===== src/design/wtag_pkg.sv =====
// Shared types and constants for the wall texel address generator.
`timescale 1ns / 1ps

package wtag_pkg;

  localparam int COORD_FRAC_BITS   = 8;
  localparam int SCREEN_COORD_BITS = 12;

  localparam int HIT_W     = 24;
  localparam int HIT_INT_W = HIT_W - COORD_FRAC_BITS;
  localparam int SCR_W     = SCREEN_COORD_BITS;
  localparam int TILE_W    = 11;
  localparam int TEX_W     = 13;
  localparam int PITCH_W   = 16;
  localparam int PBYTES_W  = 4;
  localparam int WTOP_W    = 16;
  localparam int STRIP_W   = 16;
  localparam int ADDR_W    = 32;
  localparam int DIFF_W    = WTOP_W + 1;

  // column path: offset = {tile remainder, fraction}, divisor = tile << frac
  localparam int OFS_W    = TILE_W + COORD_FRAC_BITS;
  localparam int NUMC_W   = OFS_W + TEX_W;
  // row path: numerator = row offset * tex_height
  localparam int NUMR_W   = STRIP_W + TEX_W;
  localparam int PROD_R_W = SCR_W + PITCH_W;
  localparam int PROD_C_W = SCR_W + PBYTES_W;

  localparam int MOD_STEPS = HIT_INT_W;
  localparam int DIV_STEPS = TEX_W;

  localparam logic [TEX_W-1:0] FIELD_MAX = TEX_W'((1 << SCR_W) - 1);

  localparam int FIFO_PTR_W = 2;
  localparam int FIFO_DEPTH = 1 << FIFO_PTR_W;
  localparam int FIFO_CNT_W = FIFO_PTR_W + 1;

  localparam int CFG_IDX_W  = 3;
  localparam int CFG_DATA_W = 16;

  typedef enum logic [CFG_IDX_W-1:0] {
    CFG_TILE_SIZE   = 3'd0,
    CFG_TEX_WIDTH   = 3'd1,
    CFG_TEX_HEIGHT  = 3'd2,
    CFG_ROW_PITCH   = 3'd3,
    CFG_PIXEL_BYTES = 3'd4
  } cfg_idx_e;

  typedef struct packed {
    logic [TILE_W-1:0]   tile_size;
    logic [TEX_W-1:0]    tex_width;
    logic [TEX_W-1:0]    tex_height;
    logic [PITCH_W-1:0]  row_pitch;
    logic [PBYTES_W-1:0] pixel_bytes;
  } cfg_t;

  // classified item, front to back
  typedef struct packed {
    logic [HIT_INT_W-1:0]       hit_int;
    logic [COORD_FRAC_BITS-1:0] hit_frac;
    logic                       row_le0;
    logic [STRIP_W-1:0]         diff;
    logic [STRIP_W-1:0]         div_r;
    logic [ADDR_W-1:0]          base;
    logic [SCR_W-1:0]           scol;
    logic [SCR_W-1:0]           srow;
    logic                       last;
  } ent_t;

  typedef struct packed {
    ent_t                ent;
    logic [TILE_W-1:0]   mod_r;
    logic [NUMC_W-1:0]   num_c;
    logic [NUMR_W-1:0]   num_r;
    logic [OFS_W-1:0]    rem_c;
    logic [STRIP_W-1:0]  rem_r;
    logic [TEX_W-1:0]    q_c;
    logic [TEX_W-1:0]    q_r;
    logic                ovf_r;
    logic [SCR_W-1:0]    tcol;
    logic [SCR_W-1:0]    trow;
    logic [PROD_R_W-1:0] prod_r;
    logic [PROD_C_W-1:0] prod_c;
  } back_t;

  typedef struct packed {
    logic [SCR_W-1:0]  texel_col;
    logic [SCR_W-1:0]  texel_row;
    logic [ADDR_W-1:0] texel_address;
    logic [SCR_W-1:0]  out_column;
    logic [SCR_W-1:0]  out_row;
    logic              strip_last;
  } res_t;

endpackage


===== src/design/wtag_front.sv =====
// Front end: takes items, selects the hit coordinate and classifies the row offset.
`timescale 1ns / 1ps

module wtag_front (
  input  logic                           clk_i,
  input  logic                           rst_ni,
  input  logic                           start,
  input  logic                           hold_i,
  output logic                           busy,
  input  logic [wtag_pkg::HIT_W-1:0]     hit_x_i,
  input  logic [wtag_pkg::HIT_W-1:0]     hit_y_i,
  input  logic                           vertical_hit_i,
  input  logic [wtag_pkg::SCR_W-1:0]     screen_row_i,
  input  logic signed [wtag_pkg::WTOP_W-1:0] wall_top_i,
  input  logic [wtag_pkg::STRIP_W-1:0]   strip_height_i,
  input  logic [wtag_pkg::SCR_W-1:0]     screen_column_i,
  input  logic                           column_end_i,
  input  logic [wtag_pkg::ADDR_W-1:0]    texture_base_i,
  output logic                           push_o,
  output wtag_pkg::ent_t                 ent_o
);
  import wtag_pkg::*;

  logic              acc;
  logic [HIT_W-1:0]  hit;
  logic [DIFF_W-1:0] dsum;
  ent_t              ent_d, ent_q;
  logic              vld_q;

  assign busy = hold_i;
  assign acc  = start & ~hold_i;

  always_comb begin
    hit  = vertical_hit_i ? hit_y_i : hit_x_i;
    // two's complement over one extra bit, sign bit is exact
    dsum = DIFF_W'({{(DIFF_W-SCR_W){1'b0}}, screen_row_i})
         - DIFF_W'({wall_top_i[WTOP_W-1], wall_top_i});
    ent_d          = '0;
    ent_d.hit_int  = hit[HIT_W-1:COORD_FRAC_BITS];
    ent_d.hit_frac = hit[COORD_FRAC_BITS-1:0];
    ent_d.row_le0  = dsum[DIFF_W-1] | (dsum == '0);
    ent_d.diff     = dsum[STRIP_W-1:0];
    ent_d.div_r    = (strip_height_i == '0) ? STRIP_W'(1) : strip_height_i;
    ent_d.base     = texture_base_i;
    ent_d.scol     = screen_column_i;
    ent_d.srow     = screen_row_i;
    ent_d.last     = column_end_i;
  end

  always_ff @(posedge clk_i or negedge rst_ni) begin
    if (!rst_ni) begin
      vld_q <= 1'b0;
    end else begin
      vld_q <= acc;
    end
  end

  always_ff @(posedge clk_i) begin
    if (acc) begin
      ent_q <= ent_d;
    end
  end

  assign push_o = vld_q;
  assign ent_o  = ent_q;

endmodule


===== config.mk =====
export PLATFORM = sky130hd
export DESIGN_NAME = wtag_front
export DESIGN_NICKNAME = d
export VERILOG_FILES = /design/src/design/wtag_pkg.sv /design/src/design/wtag_front.sv
export SDC_FILE = /design/constraint.sdc
export NUM_CORES = 1
export LEC_CHECK = 0
export ABC_AREA = 1
export BUFFER_PORTS_ARGS = -buffer_cell sky130_fd_sc_hd__clkbuf_2
export CORE_ASPECT_RATIO = 0.5
export CORE_MARGIN = 10
export CORE_UTILIZATION = 40
export DETAILED_ROUTE_END_ITERATION = 8
export MAX_ROUTING_LAYER = met4
export PLACE_DENSITY = 0.72
export RECOVER_POWER = 50
export SYNTH_ARGS = -nofsm -noshare
export SYNTH_HDL_FRONTEND = slang
export SYNTH_SLANG_ARGS = --single-unit

===== constraint.sdc =====
create_clock -name clk_i -period 0.8 [get_ports clk_i]
set_input_delay 0.04 -clock clk_i [delete_from_list [all_inputs] [get_ports clk_i]]
set_output_delay 0.04 -clock clk_i [all_outputs]
set_load 0.01 [all_outputs]

==> impl_results.md, run 1 <==
- Kind of end point of the critical path: register
- Placeable core region: between 10,000 and 15,000 sq um
- Number of design-rule violations left by the first detailed-router iteration: 311
- Initial DRT Pass Iterations: 5
- Area growth syn-to-layout: 86.5%
- Synth unique cells: 28
- Post-synthesis mux area share: under 10%
- Number of global-route vias before repair: between 4,000 and 5,000
- Hold-critical path depth: 4
- Static power due to leakage: 0.00430 uW
- Combinational power share: between 10% and 20%
- Placement row count: 28
- Global-route wire length before repair: between 20,000 and 30,000 microns
- Post-synthesis share of cell area spent on xor and xnor gates: less than 1%
- RSZ-0062 raised after global routing: true
- Total half-perimeter wirelength after legalization and detailed placement: roughly 12,000 microns
- Total power per unit cell area: just over 2000 nW/um^2
- Routed Wire Length: between 15,000 and 20,000 microns
- Die area: approximately 18,000 sq um
- Mean post-synth cell area: 12.5 sq um
- Net count after synthesis: roughly 550
- Max Clock Freq: between 700 and 800 MHz
- Drt wl/cell: 19.4 microns
- Internal cell power: 14,000 uW
- Number of antenna violations at the first check in global routing: 4
- Switching fraction of total power: approximately 26%
- Simple-gate share of the synthesized area: about 14%
- CTS H-tree lvls: 4
- CTS Sinks: around 120
- Crit path DAT: 1.65 ns
- Type of the tightest min-delay check: in2reg
- Pre-CTS worst setup slack: -0.949 ns
- Most common cell after layout, fill and taps aside: clkbuf_2
- Critical Setup Path Class: in2reg
- Relative max-transition margin: 72.3%
- Violations in the final reports: setup timing
- Peak supply drop: 1.74 mV
- Clock input transition at the sequential cells of the worst setup and hold paths: ~0.050 ns
- Detailed-route vias per instance: ~4.7
- Buffer levels on the longest clock path: 2
- Synth Area in Adders: under 10%
- Main combinational cell family by area after synthesis: simple AND/OR/NAND/NOR gates
- IO Count: ~260
- Sum of overflow across all layers after global routing: 0
- Data required, critical path: roughly 1.1 ns
- #FFs+latches synth: approximately 120
- Starting Density: 41.5%
- Max Cap Violations: 0
- Tcrit/Tclk final: 174%
- I/O Buffers: 257
- Global routing usage summed across all routing layers: about 20%
- Outcome: complete, but fails checks
- Worst-margin pin slew: between 0.4 and 0.5 ns
- Yosys Warn Count: 0
- Die width: between 150 and 200 microns
- Net count, final: around 960
- Clock tree from TritonCTS: done
- Slack of the critical path: -0.590 ns
- Util after Layout: between 70% and 80%
- Inserted Clock Buffers: 17
- Post-layout minimum cycle time: 1.39 ns
- Setup TNS: -22.46 ns
- Largest net degree at the start of global routing: 43
- RD Place Congestion: a little over 0.9
- Layout cells sized above 1: 54.3%
- CP Launch Type: input port
- Post-synthesis compound-gate area fraction: less than 1%
- Vertical extent of the die: about 99 microns
- Commonest non-fill, non-tap cells in the layout: clkbuf_2 (198), edfxtp_1 (114), dlygate4sd3_1 (109)
- Buffer type at the clock tree root: clkbuf_16
- Antenna Nets Post-Route: 0
- Sequential fraction of the synthesis area: 69.4%
- Vias post-DR: roughly 4,700
- Final setup fails: 165
- Netlist area before placement: 4970 sq um
- Final routed DRC violation total: 0
- Sequential power share: about two fifths
- Hold violation total from the final report: 0
- Post-synthesis instance total: 397
- Clock network fraction of design power: approximately 41%
- Crit path max fanout: 3
- Final slew viol count: 0
- Switching component of the power: roughly 4800 uW
## critical path, stage by stage
cell and delay (ns):
clkbuf_16 0.11, inv_8 0.03, ha_4 0.15, fa_2 0.38
inv_2 0.09, nand3_2 0.09, nand2_4 0.09, nand2_2 0.06
nand2_2 0.09, nand2_2 0.07, nand2_2 0.07, nand3_1 0.09
nor2_2 0.13, nand3_2 0.07, nand2_1 0.08
## flip-flops by register name (all words and copies together), names as in the netlist
register  cells
push_o        1
ent_o       114
## cells in the mapped netlist
cell	number	area (sq um)
a21boi_0	1	7.51
and2_1	1	6.26
nand3b_1	4	30.0
nand2_4	1	11.3
dfrtp_1	1	25.0
nor2_2	1	6.26
nor3_4	1	16.3
a21oi_1	3	15.0
nand3_2	3	30.0
nand2_1	88	330
nor4_1	4	25.0
nand2_2	11	68.8
a41o_1	1	10.0
inv_1	69	259
nand4_1	4	25.0
nand3_1	12	60.1
buf_4	1	7.51
clkbuf_1	16	60.1
ha_1	12	150
edfxtp_1	114	3420
inv_2	3	11.3
nor3_1	2	10.0
mux2_2	24	270
a21oi_2	1	8.76
buf_2	2	10.0
fa_1	1	20.0
xnor2_1	2	17.5
nor2_1	14	52.6
## cell type report
class,instances,area [sq um]
Timing Repair Buffer,406,2920
Inverter,72,325
Fill cell,741,2720
Antenna cell,4,10.0
Multi-Input combinational cell,191,1750
Sequential cell,115,3450
Clock inverter,15,181
Clock buffer,17,425
Tap cell,165,206
## metrics by stage
stage	hold slack, ns	cells	cell area (sq um)	power (uW)
finish	0.0770	985	9270	18800
floorplan	-0.256	397	5370	8780
detailed placement	-0.181	835	7050	10100
CTS	0.00259	993	9100	18500
global placement	-0.185	835	7050	10000
global route	0.0891	985	9270	19400
## metal layers
metal | track usage [%] | up-vias | part of all wire (%)
met5 | - | - | 0
met4 | 7.20 | 0 | 2.7
met3 | 4.19 | 48 | 5.5
met2 | 40.3 | 209 | 60
met1 | 18.9 | 2273 | 32
li1 | - | 2138 | -
## power by group through the flow
stage / Combinational (uW) / Sequential [uW] / Clock, uW
floorplan: 1150 / 7630 / 0
global placement: 2650 / 7360 / 0
detailed placement: 2710 / 7390 / 0
CTS: 3410 / 7270 / 7780
global route: 3970 / 7320 / 8120
finish: 3730 / 7280 / 7740
## worst paths after layout
| check | start | end | slack [ns] |
|---|---|---|---|
| min | wall_top_i[15] | ent_o[89] | 0.08 |
| max in group asynchronous | rst_ni | push_o | 0.20 |
| max | screen_row_i[0] | ent_o[89] | -0.59 |
| min in group asynchronous | rst_ni | push_o | 0.50 |
## cells by family (layout without fill, tap and decap cells)
| kind of cell | after synthesis | after routing |
|---|---|---|
| flops | 115 | 115 |
| mux | 24 | 24 |
| buf+inv | 91 | 510 |
| other cells | 0 | 4 |
| fa+ha+maj | 13 | 13 |
| simple gates | 146 | 146 |
| xor+xnor | 2 | 2 |
| compound gates | 6 | 6 |
## timing repair
action / in CTS / in global routing
setup endpoints to repair: 129 / 153
resized for setup: 52 / 90
setup buffers: 6 / 9
endpoints found under the hold margin: 98 / 0
pin swaps: 41 / 53
gates cloned: 0 / 0
hold buffers: 123 / 0
Note: power is estimated with default switching activity, not from simulation.
==> run 2, diff against run 1 <==
Settings changed: BUFFER_PORTS_ARGS -buffer_cell sky130_fd_sc_hd__clkbuf_2 to not set, DONT_BUFFER_PORTS set to 1, PLACE_DENSITY 0.72 to 0.54.
==> impl_results.md, run 2 <==
- Outcome: did not finish
- Last stage reached: clock tree synthesis (4_1_cts)
- Error message: [ERROR RSZ-0060] Max buffer count reached.
- Die width: ~180 microns
- Most frequent cells after synthesis: edfxtp_1 (114), nand2_1 (88), inv_1 (69)
- IO Count: around 260
- Hold bufs inserted after CTS: roughly 120
- Starting Density: 41.5%
- Buffer type at the clock tree root: clkbuf_16
- Yosys Warn Count: 0
- Sequential fraction of the synthesis area: 69.4%
- Mean post-synth cell area: 12.5 sq um
- Pre-CTS worst setup slack: -0.746 ns
- Inserted Clock Buffers: 17
- CTS Sinks: roughly 120
- Total half-perimeter wirelength after legalization and detailed placement: 10,500 microns
- CTS resizes: between 50 and 60
- I/O Buffers: 0
- Share of the synthesized area in the top cell type: 68.9%
- Dominant register cell in the synthesized netlist: edfxtp_1
- CTS H-tree lvls: 4
- Synth area leader: edfxtp_1
- Synth unique cells: 28
- Number of buffers added for setup after CTS: 6
- Async set-reset flop share out of synthesis: less than 1%
- Net count after synthesis: 552
- Buffer levels on the longest clock path: 2
- RD Place Congestion: between 0.8 and 0.9
- Count of flip-flops with a built-in enable after synthesis: between 100 and 150
- Netlist area before placement: around 5000 sq um
- Post-synthesis instance total: between 300 and 400
- Vertical extent of the die: roughly 99 microns
- #FFs+latches synth: 115
- Cell with the most instances after synthesis: edfxtp_1
- Main area contributors after synthesis: edfxtp_1 (69%), nand2_1 (6.6%), mux2_2 (5.4%)
- Placement row count: 28
[run 2: kinds of logic after synthesis]
logic type	share of synthesized area, %
compound gates	0.831
xor+xnor	0.353
fa+ha+maj	3.43
buf+inv	7.00
flops	69.4
mux	5.44
simple gates	13.5
[run 2: through the flow]
stage	util (%)	hold slack [ns]	instances	TNS (ns)	cell area, sq um
detailed placement	47.6	-0.256	574	-17.09	5710
global placement	47.6	-0.256	574	-14.16	5710
floorplan	-	-0.256	397	-163.62	5370
==> run 3, diff against run 2 <==
Settings changed: CORE_ASPECT_RATIO 0.5 to not set, CORE_UTILIZATION 40 to 25, MAX_ROUTING_LAYER met4 to not set, PLACE_DENSITY 0.54 to not set, PLACE_DENSITY_LB_ADDON set to 0.15.
==> impl_results.md, run 3 (synthesis results as in run 1) <==
- Worst Hold Path EP: ent_o[107]
- Outcome: complete, but fails checks
- Worst-margin pin slew: between 0.5 and 0.6 ns
- Initial DRT Pass Iterations: 4
- Critical path, cell by cell: inv_8 -> ha_4 -> fa_2 -> inv_2 -> buf_4 -> nand2_4 -> nand3_4 -> nand2_1 -> nand2_1 -> nand2_1 -> nor3_4 -> nand3_1 -> nand2_1
- Static power due to leakage: ~0.0033 uW
- Fillcell total: about 1,800
- RSZ-0062 raised after global routing: true
- Clock tree from TritonCTS: done
- Area growth syn-to-layout: 63.6%
- Buffer type at the clock tree root: clkbuf_16
- Drt wl/cell: about 19 microns
- Crit path max fanout: 3
- Inserted Clock Buffers: 17
- Finished layout cell area: between 8000 and 9000 sq um
- RD Place Congestion: about 0.81
- Die area: between 20,000 and 30,000 sq um
- Global-route wire length before repair: roughly 24,000 microns
- Die width: around 160 microns
- Largest net degree at the start of global routing: 43
- Sum of overflow across all layers after global routing: 0
- Global routing usage summed across all routing layers: 12.3%
- Vias post-DR: 3,555
- Total half-perimeter wirelength after legalization and detailed placement: approximately 12,000 microns
- Critical Setup Path Class: in2reg
- Number of antenna violations at the first check in global routing: 3
- Type of the tightest min-delay check: in2reg
- Hold WS: -0.126 ns
- Kind of end point of the critical path: register
- Total Power Consumption: between 15,000 and 20,000 uW
- Number of global-route vias before repair: between 3,000 and 4,000
- Placement Cell Area: about 6000 sq um
- Cell occurring most often along the worst timing path: nand2_1
- Data required, critical path: 1.07 ns
- Crit path DAT: about 1.5 ns
- Post-layout minimum cycle time: 1.18 ns
- Critical hold path startpoint: vertical_hit_i
- Placement row count: 51
- Number of design-rule violations left by the first detailed-router iteration: approximately 110
- Starting Density: between 20% and 30%
- Routed Wire Length: 16,300 microns
- Vertical extent of the die: 161 microns
- Max Cap Violations: 0
- Max Clock Freq: 847 MHz
- Peak supply drop: 1.18 mV
- Antenna Nets Post-Route: 0
- Violations in the final reports: hold timing, setup timing
- Detailed-route vias per instance: 4.15
- Buffer levels on the longest clock path: 2
- Net count, final: 730
- Util after Layout: 41.6%
- Placeable core region: slightly below 20,000 sq um
- Slack of the critical path: -0.380 ns
- Flip-flop count of the largest register, all copies and words added: between 100 and 150
- Final slew viol count: 0
- Setup TNS: -11.88 ns
- Hold-critical path depth: 1
- Final setup fails: 129
- Relative max-transition margin: 62.2%
- Most common cell after layout, fill and taps aside: dlygate4sd3_1
- CTS Sinks: ~120
- Total power per unit cell area: around 2100 nW/um^2
- Tcrit/Tclk final: 148%
- IO Count: approximately 260
- I/O Buffers: 0
- Max stage delay on crit path: around 0.34 ns
- Clock input transition at the sequential cells of the worst setup and hold paths: 0.05 ns
- Commonest non-fill, non-tap cells in the layout: dlygate4sd3_1 (126), edfxtp_1 (114), nand2_1 (50)
- Hold violation total from the final report: 24
- Critical-path cell with the highest stage delay: fa_2
- CP Launch Type: input port
- Final routed DRC violation total: 0
- CTS H-tree lvls: 4
- Layout cells sized above 1: 37.9%
-- run 3: worst max-delay path by stage --
stage	slack (ns)	end	startpoint	depth (start not counted)
6_report	-0.38	ent_o[89]	screen_row_i[0]	13
5_1_grt	-0.53	ent_o[89]	screen_row_i[0]	14
4_1_cts	-0.34	ent_o[89]	screen_row_i[0]	14
3_5_place_dp	-0.82	ent_o[89]	screen_row_i[0]	14
3_3_place_gp	-0.77	ent_o[89]	screen_row_i[0]	14
2_1_floorplan	-1.36	ent_o[0]	start	2
-- run 3: stage by stage --
step	hold slack (ns)	cells	setup WS [ns]
floorplan	-0.256	397	-1.36
global placement	-0.256	685	-0.769
detailed placement	-0.256	685	-0.823
CTS	-0.155	848	-0.338
global route	-0.161	854	-0.532
finish	-0.126	856	-0.380
-- run 3: per-layer routing --
metal / wire, microns / GRT usage, %
met4: 249 / 3.52
met2: 8120 / 20.8
met1: 6440 / 13.6
met5: 0 / 0
met3: 1500 / 5.60
-- run 3: cell type report --
type	instances	area, sq um	area share, %
Clock inverter	15	145	1.79
Clock buffer	17	425	5.23
Tap cell	265	332	4.08
Inverter	72	320	3.94
Sequential cell	115	3450	42.4
Antenna cell	3	7.51	0.0924
Multi-Input combinational cell	191	1700	21.0
Timing Repair Buffer	178	1750	21.5
-- run 3: report_power, final --
group | internal (uW) | switching [uW] | total, uW
clock | 4360 | 2880 | 7230
sequential | 7180 | 457 | 7640
combinational | 1430 | 1110 | 2550
-- run 3: what timing repair did --
item	4_1_cts	5_1_grt
hold buffers	126	2
pin swaps	33	29
gates resized for setup	52	44
setup endpoints to repair	128	129
hold endpoints to repair	103	28
setup buffers	6	8
-- run 3: critical path, delay by kind of cell --
kind	cells	cell delay [ns]
simple gates	8	0.71
buf+inv	3	0.22
fa+ha+maj	2	0.49
