===== src/design/wtag_pkg.sv =====
// Shared types and constants for the wall texel address generator.
`timescale 1ns / 1ps

package wtag_pkg;

  localparam int COORD_FRAC_BITS   = 8;
  localparam int SCREEN_COORD_BITS = 12;

  localparam int HIT_W     = 24;
  localparam int HIT_INT_W = HIT_W - COORD_FRAC_BITS;
  localparam int SCR_W     = SCREEN_COORD_BITS;
  localparam int TILE_W    = 11;
  localparam int TEX_W     = 13;
  localparam int PITCH_W   = 16;
  localparam int PBYTES_W  = 4;
  localparam int WTOP_W    = 16;
  localparam int STRIP_W   = 16;
  localparam int ADDR_W    = 32;
  localparam int DIFF_W    = WTOP_W + 1;

  // column path: offset = {tile remainder, fraction}, divisor = tile << frac
  localparam int OFS_W    = TILE_W + COORD_FRAC_BITS;
  localparam int NUMC_W   = OFS_W + TEX_W;
  // row path: numerator = row offset * tex_height
  localparam int NUMR_W   = STRIP_W + TEX_W;
  localparam int PROD_R_W = SCR_W + PITCH_W;
  localparam int PROD_C_W = SCR_W + PBYTES_W;

  localparam int MOD_STEPS = HIT_INT_W;
  localparam int DIV_STEPS = TEX_W;

  localparam logic [TEX_W-1:0] FIELD_MAX = TEX_W'((1 << SCR_W) - 1);

  localparam int FIFO_PTR_W = 2;
  localparam int FIFO_DEPTH = 1 << FIFO_PTR_W;
  localparam int FIFO_CNT_W = FIFO_PTR_W + 1;

  localparam int CFG_IDX_W  = 3;
  localparam int CFG_DATA_W = 16;

  typedef enum logic [CFG_IDX_W-1:0] {
    CFG_TILE_SIZE   = 3'd0,
    CFG_TEX_WIDTH   = 3'd1,
    CFG_TEX_HEIGHT  = 3'd2,
    CFG_ROW_PITCH   = 3'd3,
    CFG_PIXEL_BYTES = 3'd4
  } cfg_idx_e;

  typedef struct packed {
    logic [TILE_W-1:0]   tile_size;
    logic [TEX_W-1:0]    tex_width;
    logic [TEX_W-1:0]    tex_height;
    logic [PITCH_W-1:0]  row_pitch;
    logic [PBYTES_W-1:0] pixel_bytes;
  } cfg_t;

  // classified item, front to back
  typedef struct packed {
    logic [HIT_INT_W-1:0]       hit_int;
    logic [COORD_FRAC_BITS-1:0] hit_frac;
    logic                       row_le0;
    logic [STRIP_W-1:0]         diff;
    logic [STRIP_W-1:0]         div_r;
    logic [ADDR_W-1:0]          base;
    logic [SCR_W-1:0]           scol;
    logic [SCR_W-1:0]           srow;
    logic                       last;
  } ent_t;

  typedef struct packed {
    ent_t                ent;
    logic [TILE_W-1:0]   mod_r;
    logic [NUMC_W-1:0]   num_c;
    logic [NUMR_W-1:0]   num_r;
    logic [OFS_W-1:0]    rem_c;
    logic [STRIP_W-1:0]  rem_r;
    logic [TEX_W-1:0]    q_c;
    logic [TEX_W-1:0]    q_r;
    logic                ovf_r;
    logic [SCR_W-1:0]    tcol;
    logic [SCR_W-1:0]    trow;
    logic [PROD_R_W-1:0] prod_r;
    logic [PROD_C_W-1:0] prod_c;
  } back_t;

  typedef struct packed {
    logic [SCR_W-1:0]  texel_col;
    logic [SCR_W-1:0]  texel_row;
    logic [ADDR_W-1:0] texel_address;
    logic [SCR_W-1:0]  out_column;
    logic [SCR_W-1:0]  out_row;
    logic              strip_last;
  } res_t;

endpackage


===== src/design/wtag_fifo.sv =====
// Short queue of classified items between front and back.
`timescale 1ns / 1ps

module wtag_fifo (
  input  logic           clk_i,
  input  logic           rst_ni,
  input  logic           push_i,
  input  wtag_pkg::ent_t data_i,
  input  logic           pop_i,
  output logic           valid_o,
  output wtag_pkg::ent_t data_o,
  output logic           afull_o
);
  import wtag_pkg::*;

  ent_t                  mem_q [FIFO_DEPTH];
  logic [FIFO_PTR_W-1:0] wr_q, rd_q;
  logic [FIFO_CNT_W-1:0] cnt_q;
  logic                  do_pop;

  assign valid_o = (cnt_q != '0);
  assign do_pop  = pop_i & valid_o;
  assign data_o  = mem_q[rd_q];
  // one slot kept spare for the item sitting in the front register
  assign afull_o = (cnt_q >= FIFO_CNT_W'(FIFO_DEPTH - 1));

  always_ff @(posedge clk_i or negedge rst_ni) begin
    if (!rst_ni) begin
      wr_q  <= '0;
      rd_q  <= '0;
      cnt_q <= '0;
    end else begin
      if (push_i) begin
        wr_q <= wr_q + FIFO_PTR_W'(1);
      end
      if (do_pop) begin
        rd_q <= rd_q + FIFO_PTR_W'(1);
      end
      if (push_i && !do_pop) begin
        cnt_q <= cnt_q + FIFO_CNT_W'(1);
      end else if (!push_i && do_pop) begin
        cnt_q <= cnt_q - FIFO_CNT_W'(1);
      end
    end
  end

  always_ff @(posedge clk_i) begin
    if (push_i) begin
      mem_q[wr_q] <= data_i;
    end
  end

endmodule


===== config.mk =====
export PLATFORM = sky130hd
export DESIGN_NAME = wtag_fifo
export DESIGN_NICKNAME = d
export VERILOG_FILES = /design/src/design/wtag_pkg.sv /design/src/design/wtag_fifo.sv
export SDC_FILE = /design/constraint.sdc
export NUM_CORES = 1
export LEC_CHECK = 0
export ABC_AREA = 1
export BUFFER_PORTS_ARGS = -buffer_cell sky130_fd_sc_hd__buf_2
export CORE_MARGIN = 1.5
export CORE_UTILIZATION = 45
export CTS_BUF_LIST = sky130_fd_sc_hd__clkbuf_8
export DETAILED_ROUTE_END_ITERATION = 6
export HOLD_SLACK_MARGIN = 0.1
export PLACE_DENSITY = 0.71
export RECOVER_POWER = 50
export SLEW_MARGIN = 5
export SYNTH_ARGS = -nofsm -noshare
export SYNTH_HDL_FRONTEND = slang
export SYNTH_SLANG_ARGS = --single-unit

===== constraint.sdc =====
create_clock -name clk_i -period 3.9 [get_ports clk_i]
set_clock_uncertainty 0.1 [all_clocks]
set_input_delay 0.39 -clock clk_i [delete_from_list [all_inputs] [get_ports clk_i]]
set_output_delay 0.39 -clock clk_i [all_outputs]
set_load 0.005 [all_outputs]

==> impl_results.md, run 1 <==
- Run status: finished with violations
- Failing checks: max-capacitance violations, max-slew violations
- Chip width: 206 µm
- Slew at the pin with the worst max-slew slack: 1.84 ns
- CP max stage cell: clkinvlp_4
- Total grt overflow: 0
- Critical path, cell by cell: ha_1 -> nand2_1 -> clkinvlp_4 -> buf_12
- DR vias: 11400
- TritonCTS buffer count: 75
- XOR/XNOR Fraction of Synth Area: 0.000941
- Async S/R FF share, synth: 0.0151
- Final period util: 0.853
- Number of clock sinks: 463
- TritonCTS clock tree: yes
- Synth top area share: 0.736
- Clk root buf: clkbuf_8
- FF-to-FF End: mem_q[3][73]
- GRT met2 Usage: 0.303
- Ys Warns: 0
- CP Max Fanout: 67
- Max IR drop VDD: 0.513 mV
- FF-to-FF path depth: 4
- Sequential area share after synthesis: 0.745
- Largest family of logic cells by synthesized area: compound AO/OA/AOI/OAI gates
- Die height: 206 µm
- Crit-path max cell delay: 1.39 ns
- Num rows: 74
- Final hold slack: 0.386 ns
- Die ar.: 42600 µm²
- Power Internal: 10.4 mW
- DRC violations left: 0
- Dominant synthesized flop cell: edfxtp_1
- Most common library cells after synthesis: 456 x edfxtp_1, 359 x nand2_1, 241 x inv_1
- Tmin final: 3.33 ns
- Setup violations, final: 0
- Setup slack, reg-to-reg: 0.57 ns
- Sum Neg Setup Slack: 0 ns
- WL/cell: 16.0 µm
- Flop pwr share: 0.427
- Pre-Repair DR Iteration Count: 4
- Largest net degree at the start of global routing: 140
- Crit path capture type: register
- GR met3 Demand/Resource: 0.0473
- HPWL after DPL: 20600 µm
- Syn_area_per_cell: 13.4 µm²
- Yosys top cell by area: edfxtp_1
- Setup crit start kind: register
- CTS H-tree lvls: 3
- Largest cells by area after synthesis: edfxtp_1 74%, o211ai_1 9.2%, nand2_1 7.2%
- Initial core utilization: 0.456
- Most frequent cell after synthesis: edfxtp_1
- Count of cell types in the netlist: 17
- Combinational power share: 0.321
- Worst EP required: 4.11 ns
- Pleak: 8.95 nW
- Routed WL: 37600 µm
- Post-Synth Simple-Gate Area: 0.0738
- Clock slew at reported path FFs: 0.06 ns
- MaxCap Viol Count: 1
- Final net count: 1880
- Psw: 5.33 mW
- Postcts setup bufs: 0
- PwrDens: 699 nW/µm²
- Overall routing resource usage: 0.177
- Cells after Synth: 1385
- Design Power: 15.8 mW
- Post-CTS sizing: 0
- Clock Latency Late Sink: 0.62 ns
- Clk buf depth: 3
- First-pass GRT wire length: 57400 µm
- Vias in the first global route: 11400
- I/O pins: 234
- Initial antenna violation count: 2
- HP Start: cnt_q[2]
- Number of synthesized flops with an enable pin: 456
- Worst Hold Class: register to register
- Mapped Nets: 1509
- Pins Over Slew Limit: 67
- Final hold violations: 0
- Routability cong.: 0.756
- Hold path cells: 2
- Worst EP arrival: 3.54 ns
- Clock power frac: 0.252
- DRT antenna net count: 0
- Crit Path Class: register to register
- Via-to-Cell Ratio: 4.84
- Synth Area in Compound Gates: 0.0928
- Max frequency: 301 MHz
- #FFs+latches synth: 463
- Layout area overhead: 21.2%
- Hold-critical path endpoint: cnt_q[2]
- Mux share of post-synthesis cell area: 0
- Layout cell share with drive strength beyond 1: 0.132
- Switch share: 0.338
- RSZ-0062 raised after global routing: no
- Met1 Usage GRT: 0.213
- I/O Buffers: 233
- R2r startpoint: wr_q[0]
- Core box area: 40800 µm²
- DRC marker count from the first detailed-route iteration: 630
- Adder-cell area share of the yosys netlist: 0.00444
- Cell area after synthesis: 18600 µm²
- Busiest layer in global routing: met2
- Worst slew margin: -0.229
==> state kept, by name (all words and copies together) (netlist names) <==
signal	cells
rd_q	2
mem_q	456
wr_q	2
cnt_q	3
==> stage by stage <==
step | instance area (µm²) | cells | worst slack, ns | utilization
after floorplan | 18600 | 1385 | 0.446 | -
after global placement | 20100 | 2093 | 1.59 | 0.492
after detailed placement | 20100 | 2093 | 1.54 | 0.492
after CTS | 22700 | 2348 | 0.831 | 0.556
after global routing | 22600 | 2349 | 0.387 | 0.552
final | 22600 | 2349 | 0.574 | 0.552
==> cell usage in the layout, fill, tap and decap left out <==
| master | instances |
|---|---|
| clkbuf_8 | 78 |
| clkinv_2 | 10 |
| nand2_1 | 359 |
| bufinv_16 | 4 |
| ha_1 | 5 |
| diode_2 | 1 |
| buf_12 | 8 |
| inv_6 | 6 |
| dfrtp_1 | 6 |
| o21ai_0 | 3 |
| fa_1 | 1 |
| o211ai_1 | 228 |
| clkbuf_1 | 115 |
| edfxtp_1 | 456 |
| inv_8 | 1 |
| buf_4 | 11 |
| clkinv_1 | 16 |
| nand4_1 | 1 |
| clkinvlp_4 | 2 |
| xnor2_1 | 1 |
| nand3_1 | 4 |
| buf_2 | 118 |
| dlygate4sd3_1 | 118 |
| dfrtp_4 | 1 |
| inv_1 | 262 |
| inv_4 | 1 |
| xor2_1 | 1 |
==> final cells by class <==
| class | count | area [µm²] |
|---|---|---|
| Inverter | 243 | 941 |
| Clock buffer | 78 | 1070 |
| Tap cell | 532 | 666 |
| Timing Repair Buffer | 370 | 2450 |
| Multi-Input combinational cell | 603 | 3200 |
| Antenna cell | 1 | 2.50 |
| Sequential cell | 463 | 13900 |
| Fill cell | 3317 | 18300 |
| Clock inverter | 59 | 358 |
==> kinds of logic (layout without fill, tap and decap cells) <==
| logic type | after synthesis | after routing |
|---|---|---|
| compound gates | 231 | 231 |
| buf+inv | 319 | 750 |
| fa+ha+maj | 6 | 6 |
| simple gates | 364 | 364 |
| other cells | 0 | 1 |
| flops | 463 | 463 |
| xor+xnor | 2 | 2 |
==> per-layer routing <==
layer / part of all wire / up-vias
met4: 0.023 / 2
li1: - / 5606
met3: 0.059 / 77
met5: 0.00045 / -
met2: 0.50 / 268
met1: 0.42 / 5414
==> worst max-delay path: cells and delay by family (launching register included) <==
family | cells | cell delay, ns
adder cells (fa/ha/maj) | 1 | 0.22
buffers and inverters | 2 | 2.13
flip-flops | 1 | 0.43
AND/OR/NAND/NOR | 1 | 0.10
==> how the worst max path moves through the flow <==
stage,from,to,slack [ns],depth (start not counted)
6_report,wr_q[0],mem_q[3][73],0.57,4
5_1_grt,wr_q[0],mem_q[3][73],0.39,4
4_1_cts,rd_q[0],data_o[22],0.83,6
3_5_place_dp,rd_q[0],data_o[22],1.54,6
3_3_place_gp,rd_q[0],data_o[24],1.59,6
2_1_floorplan,push_i,mem_q[1][0],0.45,3
==> power groups by stage <==
stage	clock, mW	combinational (mW)	sequential [mW]
floorplan	0	3.38	6.85
global placement	0	4.95	6.79
detailed placement	0	5.06	6.83
CTS	4.09	5.17	6.73
global route	4.30	5.70	6.81
finish	3.97	5.06	6.73
==> repair_timing <==
| item | in CTS | in global routing |
|---|---|---|
| setup endpoints to repair | 0 | 0 |
| endpoints found under the hold margin | 468 | 0 |
| hold buffers | 118 | 0 |
Power figures use the tool's default switching activity.
==> run 2, diff against run 1 <==
CORE_ASPECT_RATIO = 1.2   (was default)
CTS_CLUSTER_SIZE = 25   (was default)
==> impl_results.md, run 2 (synthesis results as in run 1) <==
- Setup slack, reg-to-reg: 1.18 ns (was 0.57 ns)
- Final period util: 0.839 (was 0.853)
- HP Start: cnt_q[2] (unchanged)
- Clock slew at reported path FFs: 0.06 ns (about the same)
- Clk root buf: clkbuf_8 (unchanged)
- Num rows: 81 (was 74)
- Number of clock sinks: 463 (unchanged)
- Total grt overflow: 0 (unchanged)
- Final hold slack: 0.392 ns (was 0.386 ns)
- Overall routing resource usage: 0.187 (was 0.177)
- Worst Hold Class: register to register (unchanged)
- Commonest non-fill, non-tap cell in the layout: edfxtp_1 (unchanged)
- Setup violations, final: 0 (unchanged)
- Slew at the pin with the worst max-slew slack: 1.92 ns (was 1.84 ns)
- Via-to-Cell Ratio: 4.93 (was 4.84)
- Hold path cells: 2 (unchanged)
- Max IR drop VDD: 0.426 mV (was 0.513 mV)
- Placement Cell Area: 20100 µm² (about the same)
- Max frequency: 306 MHz (was 301 MHz)
- CP Max Fanout: 47 (was 67)
- Postcts setup bufs: 0 (unchanged)
- Core box area: 40700 µm² (was 40800 µm²)
- Chip width: 189 µm (was 206 µm)
- TritonCTS buffer count: 74 (was 75)
- FF-to-FF End: mem_q[3][7] (was mem_q[3][73])
- Final hold violations: 0 (unchanged)
- PwrDens: 699 nW/µm² (about the same)
- Most frequent cells in the layout: 456 x edfxtp_1, 359 x nand2_1, 262 x inv_1 (unchanged)
- RSZ-0062 raised after global routing: no (unchanged)
- Crit path capture type: primary output (was register)
- DRT antenna net count: 0 (unchanged)
- R2r startpoint: wr_q[0] (unchanged)
- Post-CTS sizing: 0 (unchanged)
- Hold-fix buffer count after cts: 118 (unchanged)
- Worst EP arrival: 2.78 ns (was 3.54 ns)
- Clock Latency Late Sink: 0.63 ns (was 0.62 ns)
- CTS H-tree lvls: 3 (unchanged)
- Die height: 226 µm (was 206 µm)
- Sum Neg Setup Slack: 0 ns (unchanged)
- First-pass GRT wire length: 61400 µm (was 57400 µm)
- Pleak: 8.90 nW (was 8.95 nW)
- Vias in the first global route: 11800 (was 11400)
- Dpl cells: 2103 (was 2093)
- Largest net degree at the start of global routing: 136 (was 140)
- Post-route cell area: 22500 µm² (was 22600 µm²)
- TritonCTS clock tree: yes (unchanged)
- Most flop-heavy register: mem_q (unchanged)
- Setup crit start kind: register (unchanged)
- Failing checks: max-capacitance violations, max-slew violations (unchanged)
- WL/cell: 16.9 µm (was 16.0 µm)
- Post-Layout Cell Count: 2352 (was 2349)
- Worst EP required: 3.41 ns (was 4.11 ns)
- MaxCap Viol Count: 1 (unchanged)
- I/O pins: 234 (unchanged)
- Pins Over Slew Limit: 115 (was 67)
- Layout area overhead: 20.8% (was 21.2%)
- Design Power: 15.7 mW (was 15.8 mW)
- Pre-Repair DR Iteration Count: 5 (was 4)
- I/O Buffers: 233 (unchanged)
- Max reg flops: 456 (unchanged)
- Die ar.: 42600 µm² (about the same)
- Tmin final: 3.27 ns (was 3.33 ns)
- DR vias: 11600 (was 11400)
- Routability cong.: 0.739 (was 0.756)
- Layout cell share with drive strength beyond 1: 0.131 (was 0.132)
- Hold-critical path endpoint: cnt_q[2] (unchanged)
- FF-to-FF path depth: 4 (unchanged)
- Clk buf depth: 3 (unchanged)
- HPWL after DPL: 21900 µm (was 20600 µm)
- Run status: finished with violations (unchanged)
- Regs by FF count: mem_q (456), cnt_q (3) (unchanged)
- Crit Path Class: register to primary output (was register to register)
- Final net count: 1882 (was 1880)
- Initial antenna violation count: 1 (was 2)
- Initial core utilization: 0.457 (was 0.456)
- DRC violations left: 0 (unchanged)
- Worst slew margin: -0.282 (was -0.229)
- Routed WL: 39700 µm (was 37600 µm)
- DRC marker count from the first detailed-route iteration: 559 (was 630)
## run 2: cell types whose count changed in the layout (fill, tap and decap cells not counted), moves of 2 or more
cell        previous run  this run
clkinv_1              16        14
clkbuf_8              78        75
buf_4                 11        14
inv_6                  6         2
clkinv_2              10         6
inv_4                  1         4
clkinvlp_4             2         5
## run 2: through the flow
| stage | setup slack, ns | utilization |
|---|---|---|
| 2_1_floorplan | 0.446 | - |
| 3_3_place_gp | 1.27 | 0.494 |
| 3_5_place_dp | 1.26 | 0.494 |
| 4_1_cts | 0.542 | 0.556 |
| 5_1_grt | 0.444 | 0.552 |
| 6_report | 0.629 | 0.552 |
## run 2: worst max path at each step
stage          startpoint          end  slack (ns)  cells after the start
2_1_floorplan      push_i  mem_q[1][0]        0.45                      3
3_3_place_gp      rd_q[1]   data_o[68]        1.27                      5
3_5_place_dp      rd_q[1]   data_o[68]        1.26                      5
4_1_cts           rd_q[1]   data_o[68]        0.54                      5
5_1_grt           rd_q[1]   data_o[68]        0.44                      5
6_report          rd_q[1]   data_o[68]        0.63                      5
## run 2: layer usage
metal / global-route usage / part of all wire / routed length, µm / vias to the layer above
met3: 0.0392 / 0.049 / 1940 / 82
met2: 0.338 / 0.53 / 21100 / 312
li1: - / - / - / 5612
met5: 0 / 0 / 0 / -
met1: 0.209 / 0.39 / 15300 / 5598
met4: 0.0942 / 0.034 / 1360 / 0
## run 2: power breakdown
part | switching (mW) | internal (mW) | leakage (nW) | total, mW
clock network | 1.83 | 1.99 | 0.770 | 3.83
registers | 0.311 | 6.52 | 4.27 | 6.83
logic | 3.29 | 1.78 | 3.86 | 5.07
## run 2: area by class of cell
| cell class | instances | area (µm²) |
|---|---|---|
| timing repair buffer | 373 | 2460 |
| clock buffer | 75 | 1030 |
| tap | 539 | 674 |
| multi-input combinational | 603 | 3200 |
| antenna | 1 | 2.50 |
| clock inverter | 55 | 322 |
| fill | 3274 | 18300 |
| sequential | 463 | 13900 |
| inverter | 243 | 931 |
## run 2: critical path: stages, from the launching register on
cell and delay, ns:
dfrtp_4 0.73, inv_4 0.47, buf_4 0.42, o211ai_1 0.22
nand2_1 0.11, buf_2 0.14
==> run 3, diff against run 2 <==
clock period = 3.1 ns   (was 3.9 ns; I/O delays follow)
==> impl_results.md, run 3 (synthesis results as in run 1) <==
- Total grt overflow: 0 (unchanged)
- Final hold violations: 0 (unchanged)
- Max IR drop VDD: 0.637 mV (was 0.426 mV)
- Power Internal: 13.1 mW (was 10.3 mW)
- Setup violations, final: 0 (unchanged)
- Die ar.: 42600 µm² (unchanged)
- DR vias: 11500 (was 11600)
- Via-to-Cell Ratio: 4.89 (was 4.93)
- Worst EP arrival: 2.76 ns (was 2.78 ns)
- Failing checks: max-capacitance violations, max-slew violations (unchanged)
- Most flop-heavy register: mem_q (unchanged)
- GRT met2 Usage: 0.320 (was 0.338)
- Pre-Repair DR Iteration Count: 5 (unchanged)
- Clock Latency Late Sink: 0.59 ns (was 0.63 ns)
- Most frequent cells in the layout: 456 x edfxtp_1, 359 x nand2_1, 255 x inv_1 (was 456 x edfxtp_1, 359 x nand2_1, 262 x inv_1)
- WL/cell: 16.1 µm (was 16.9 µm)
- Switch share: 0.339 (was 0.346)
- Largest net degree at the start of global routing: 103 (was 136)
- FF-to-FF End: mem_q[3][66] (was mem_q[3][7])
- Vias in the first global route: 11600 (was 11800)
- Worst slew margin: -0.296 (was -0.282)
- Routed WL: 37800 µm (was 39700 µm)
- Combinational power share: 0.325 (was 0.322)
- Sum Neg Setup Slack: 0 ns (unchanged)
- Overall routing resource usage: 0.177 (was 0.187)
- Max frequency: 373 MHz
- Chip width: 189 µm (unchanged)
- DRC marker count from the first detailed-route iteration: 587 (was 559)
- Hold path cells: 2 (unchanged)
- Clk root buf: clkbuf_8 (unchanged)
- Tmin final: 2.68 ns
- Routability cong.: 0.738 (was 0.739)
- Regs by FF count: mem_q (456), cnt_q (3) (unchanged)
- Clk buf depth: 3 (unchanged)
- Initial antenna violation count: 4 (was 1)
- Crit path capture type: register (was primary output)
- Hold-critical path endpoint: cnt_q[2] (unchanged)
- TritonCTS clock tree: yes (unchanged)
- Met1 Usage GRT: 0.194 (was 0.209)
- Design Power: 19.8 mW (was 15.7 mW)
- I/O pins: 234 (unchanged)
- First-pass GRT wire length: 58000 µm (was 61400 µm)
- Number of clock sinks: 463 (unchanged)
- Final net count: 1878 (was 1882)
- Worst Hold Class: register to register (unchanged)
- Crit Path Class: register to register (was register to primary output)
- Post-CTS sizing: 0 (unchanged)
- HPWL after DPL: 20900 µm (was 21900 µm)
- Final core occ: 0.554 (was 0.552)
- Psw: 6.73 mW (was 5.43 mW)
- Postcts setup bufs: 0 (unchanged)
- MaxCap Viol Count: 1 (unchanged)
- Busiest layer in global routing: met2 (unchanged)
- Max reg flops: 456 (unchanged)
- Setup crit start kind: register (unchanged)
- Die height: 226 µm (unchanged)
- TritonCTS buffer count: 74 (unchanged)
- Flop pwr share: 0.429 (was 0.435)
- Pins Over Slew Limit: 64 (was 115)
- Clock slew at reported path FFs: 0.06 ns (about the same)
- Worst EP required: 3.18 ns (was 3.41 ns)
- DRT antenna net count: 0 (unchanged)
- Layout cell share with drive strength beyond 1: 0.134 (was 0.131)
- I/O Buffers: 233 (unchanged)
- Commonest non-fill, non-tap cell in the layout: edfxtp_1 (unchanged)
- PwrDens: 877 nW/µm² (was 699 nW/µm²)
- R2r startpoint: wr_q[0] (unchanged)
- CTS H-tree lvls: 3 (unchanged)
- Pleak: 8.91 nW (was 8.90 nW)
- Final period util: 0.864
- CP Max Fanout: 63 (was 47)
- Initial core utilization: 0.457 (unchanged)
- RSZ-0062 raised after global routing: no (unchanged)
- DRC violations left: 0 (unchanged)
- Run status: finished with violations (unchanged)
- HP Start: cnt_q[2] (unchanged)
- FF-to-FF path depth: 4 (unchanged)
- Num rows: 81 (unchanged)
- GR met3 Demand/Resource: 0.0398 (was 0.0392)
- Fillers: 3326 (was 3274)
- Setup slack, reg-to-reg: 0.42 ns (was 1.18 ns)
- Layout area overhead: 21.4% (was 20.8%)
- Slew at the pin with the worst max-slew slack: 1.94 ns (was 1.92 ns)
- Core box area: 40700 µm² (unchanged)
- Setup WS pre-CTS: 1.08 ns (was 1.26 ns)
- Slack of the critical path: 0.420 ns (was 0.629 ns)
- Clock power frac: 0.246 (was 0.243)
## run 3: cell types whose count changed in the layout (fill, tap and decap cells not counted), sizes merged
| cell | before | now |
|---|---|---|
| clkbuf | 191 | 194 |
| inv | 269 | 258 |
| diode | 1 | 3 |
| buf | 139 | 136 |
| clkinv | 20 | 29 |
## run 3: cell type report
cell class / count / area (µm²) / area share
antenna: 3 / 7.51 / 0.000332
clock inverter: 53 / 310 / 0.0137
timing repair buffer: 369 / 2500 / 0.111
inverter: 243 / 937 / 0.0415
multi-input combinational: 603 / 3200 / 0.142
sequential: 463 / 13900 / 0.614
clock buffer: 79 / 1090 / 0.0481
tap: 539 / 674 / 0.0299
## run 3: worst max-delay path by stage
stage | slack, ns | cells after the start | end | startpoint
6_report | 0.42 | 4 | mem_q[3][66] | wr_q[0]
5_1_grt | 0.27 | 6 | data_o[90] | rd_q[0]
4_1_cts | 0.41 | 6 | data_o[78] | rd_q[0]
3_5_place_dp | 1.08 | 6 | data_o[78] | rd_q[0]
3_3_place_gp | 1.14 | 6 | data_o[3] | rd_q[0]
2_1_floorplan | 0.20 | 4 | mem_q[0][0] | wr_q[0]
## run 3: what timing repair did
action | CTS | global route
setup endpoints to repair | 0 | 0
hold buffers | 118 | 0
hold endpoints to repair | 468 | 0
## run 3: stage by stage
step                cells  instance area [µm²]  hold slack [ns]
floorplan            1385                18600          -0.0856
global placement     2099                20200           0.0546
detailed placement   2099                20200           0.0561
CTS                  2349                22700            0.298
global route         2352                22600            0.381
finish               2352                22600            0.387
## run 3: power by group through the flow
stage                     clock network [mW]  logic [mW]  registers, mW
after floorplan                            0        4.26           8.58
after global placement                     0        6.28           8.58
after detailed placement                   0        6.41           8.62
after CTS                               5.01        6.56           8.49
after global routing                    5.26        7.15           8.59
final                                   4.88        6.44           8.50
## run 3: critical path, cell delays in order, from the launching register on
cell and delay, ns:
dfrtp_1 0.41, ha_1 0.16, nand2_1 0.08, clkinvlp_4 0.08, clkbuf_2 1.36
## run 3: layer usage
metal / share of wire / up-vias
met2: 0.51 / 294
li1: - / 5599
met1: 0.40 / 5508
met4: 0.038 / 2
met3: 0.051 / 98
met5: 0.00032 / -
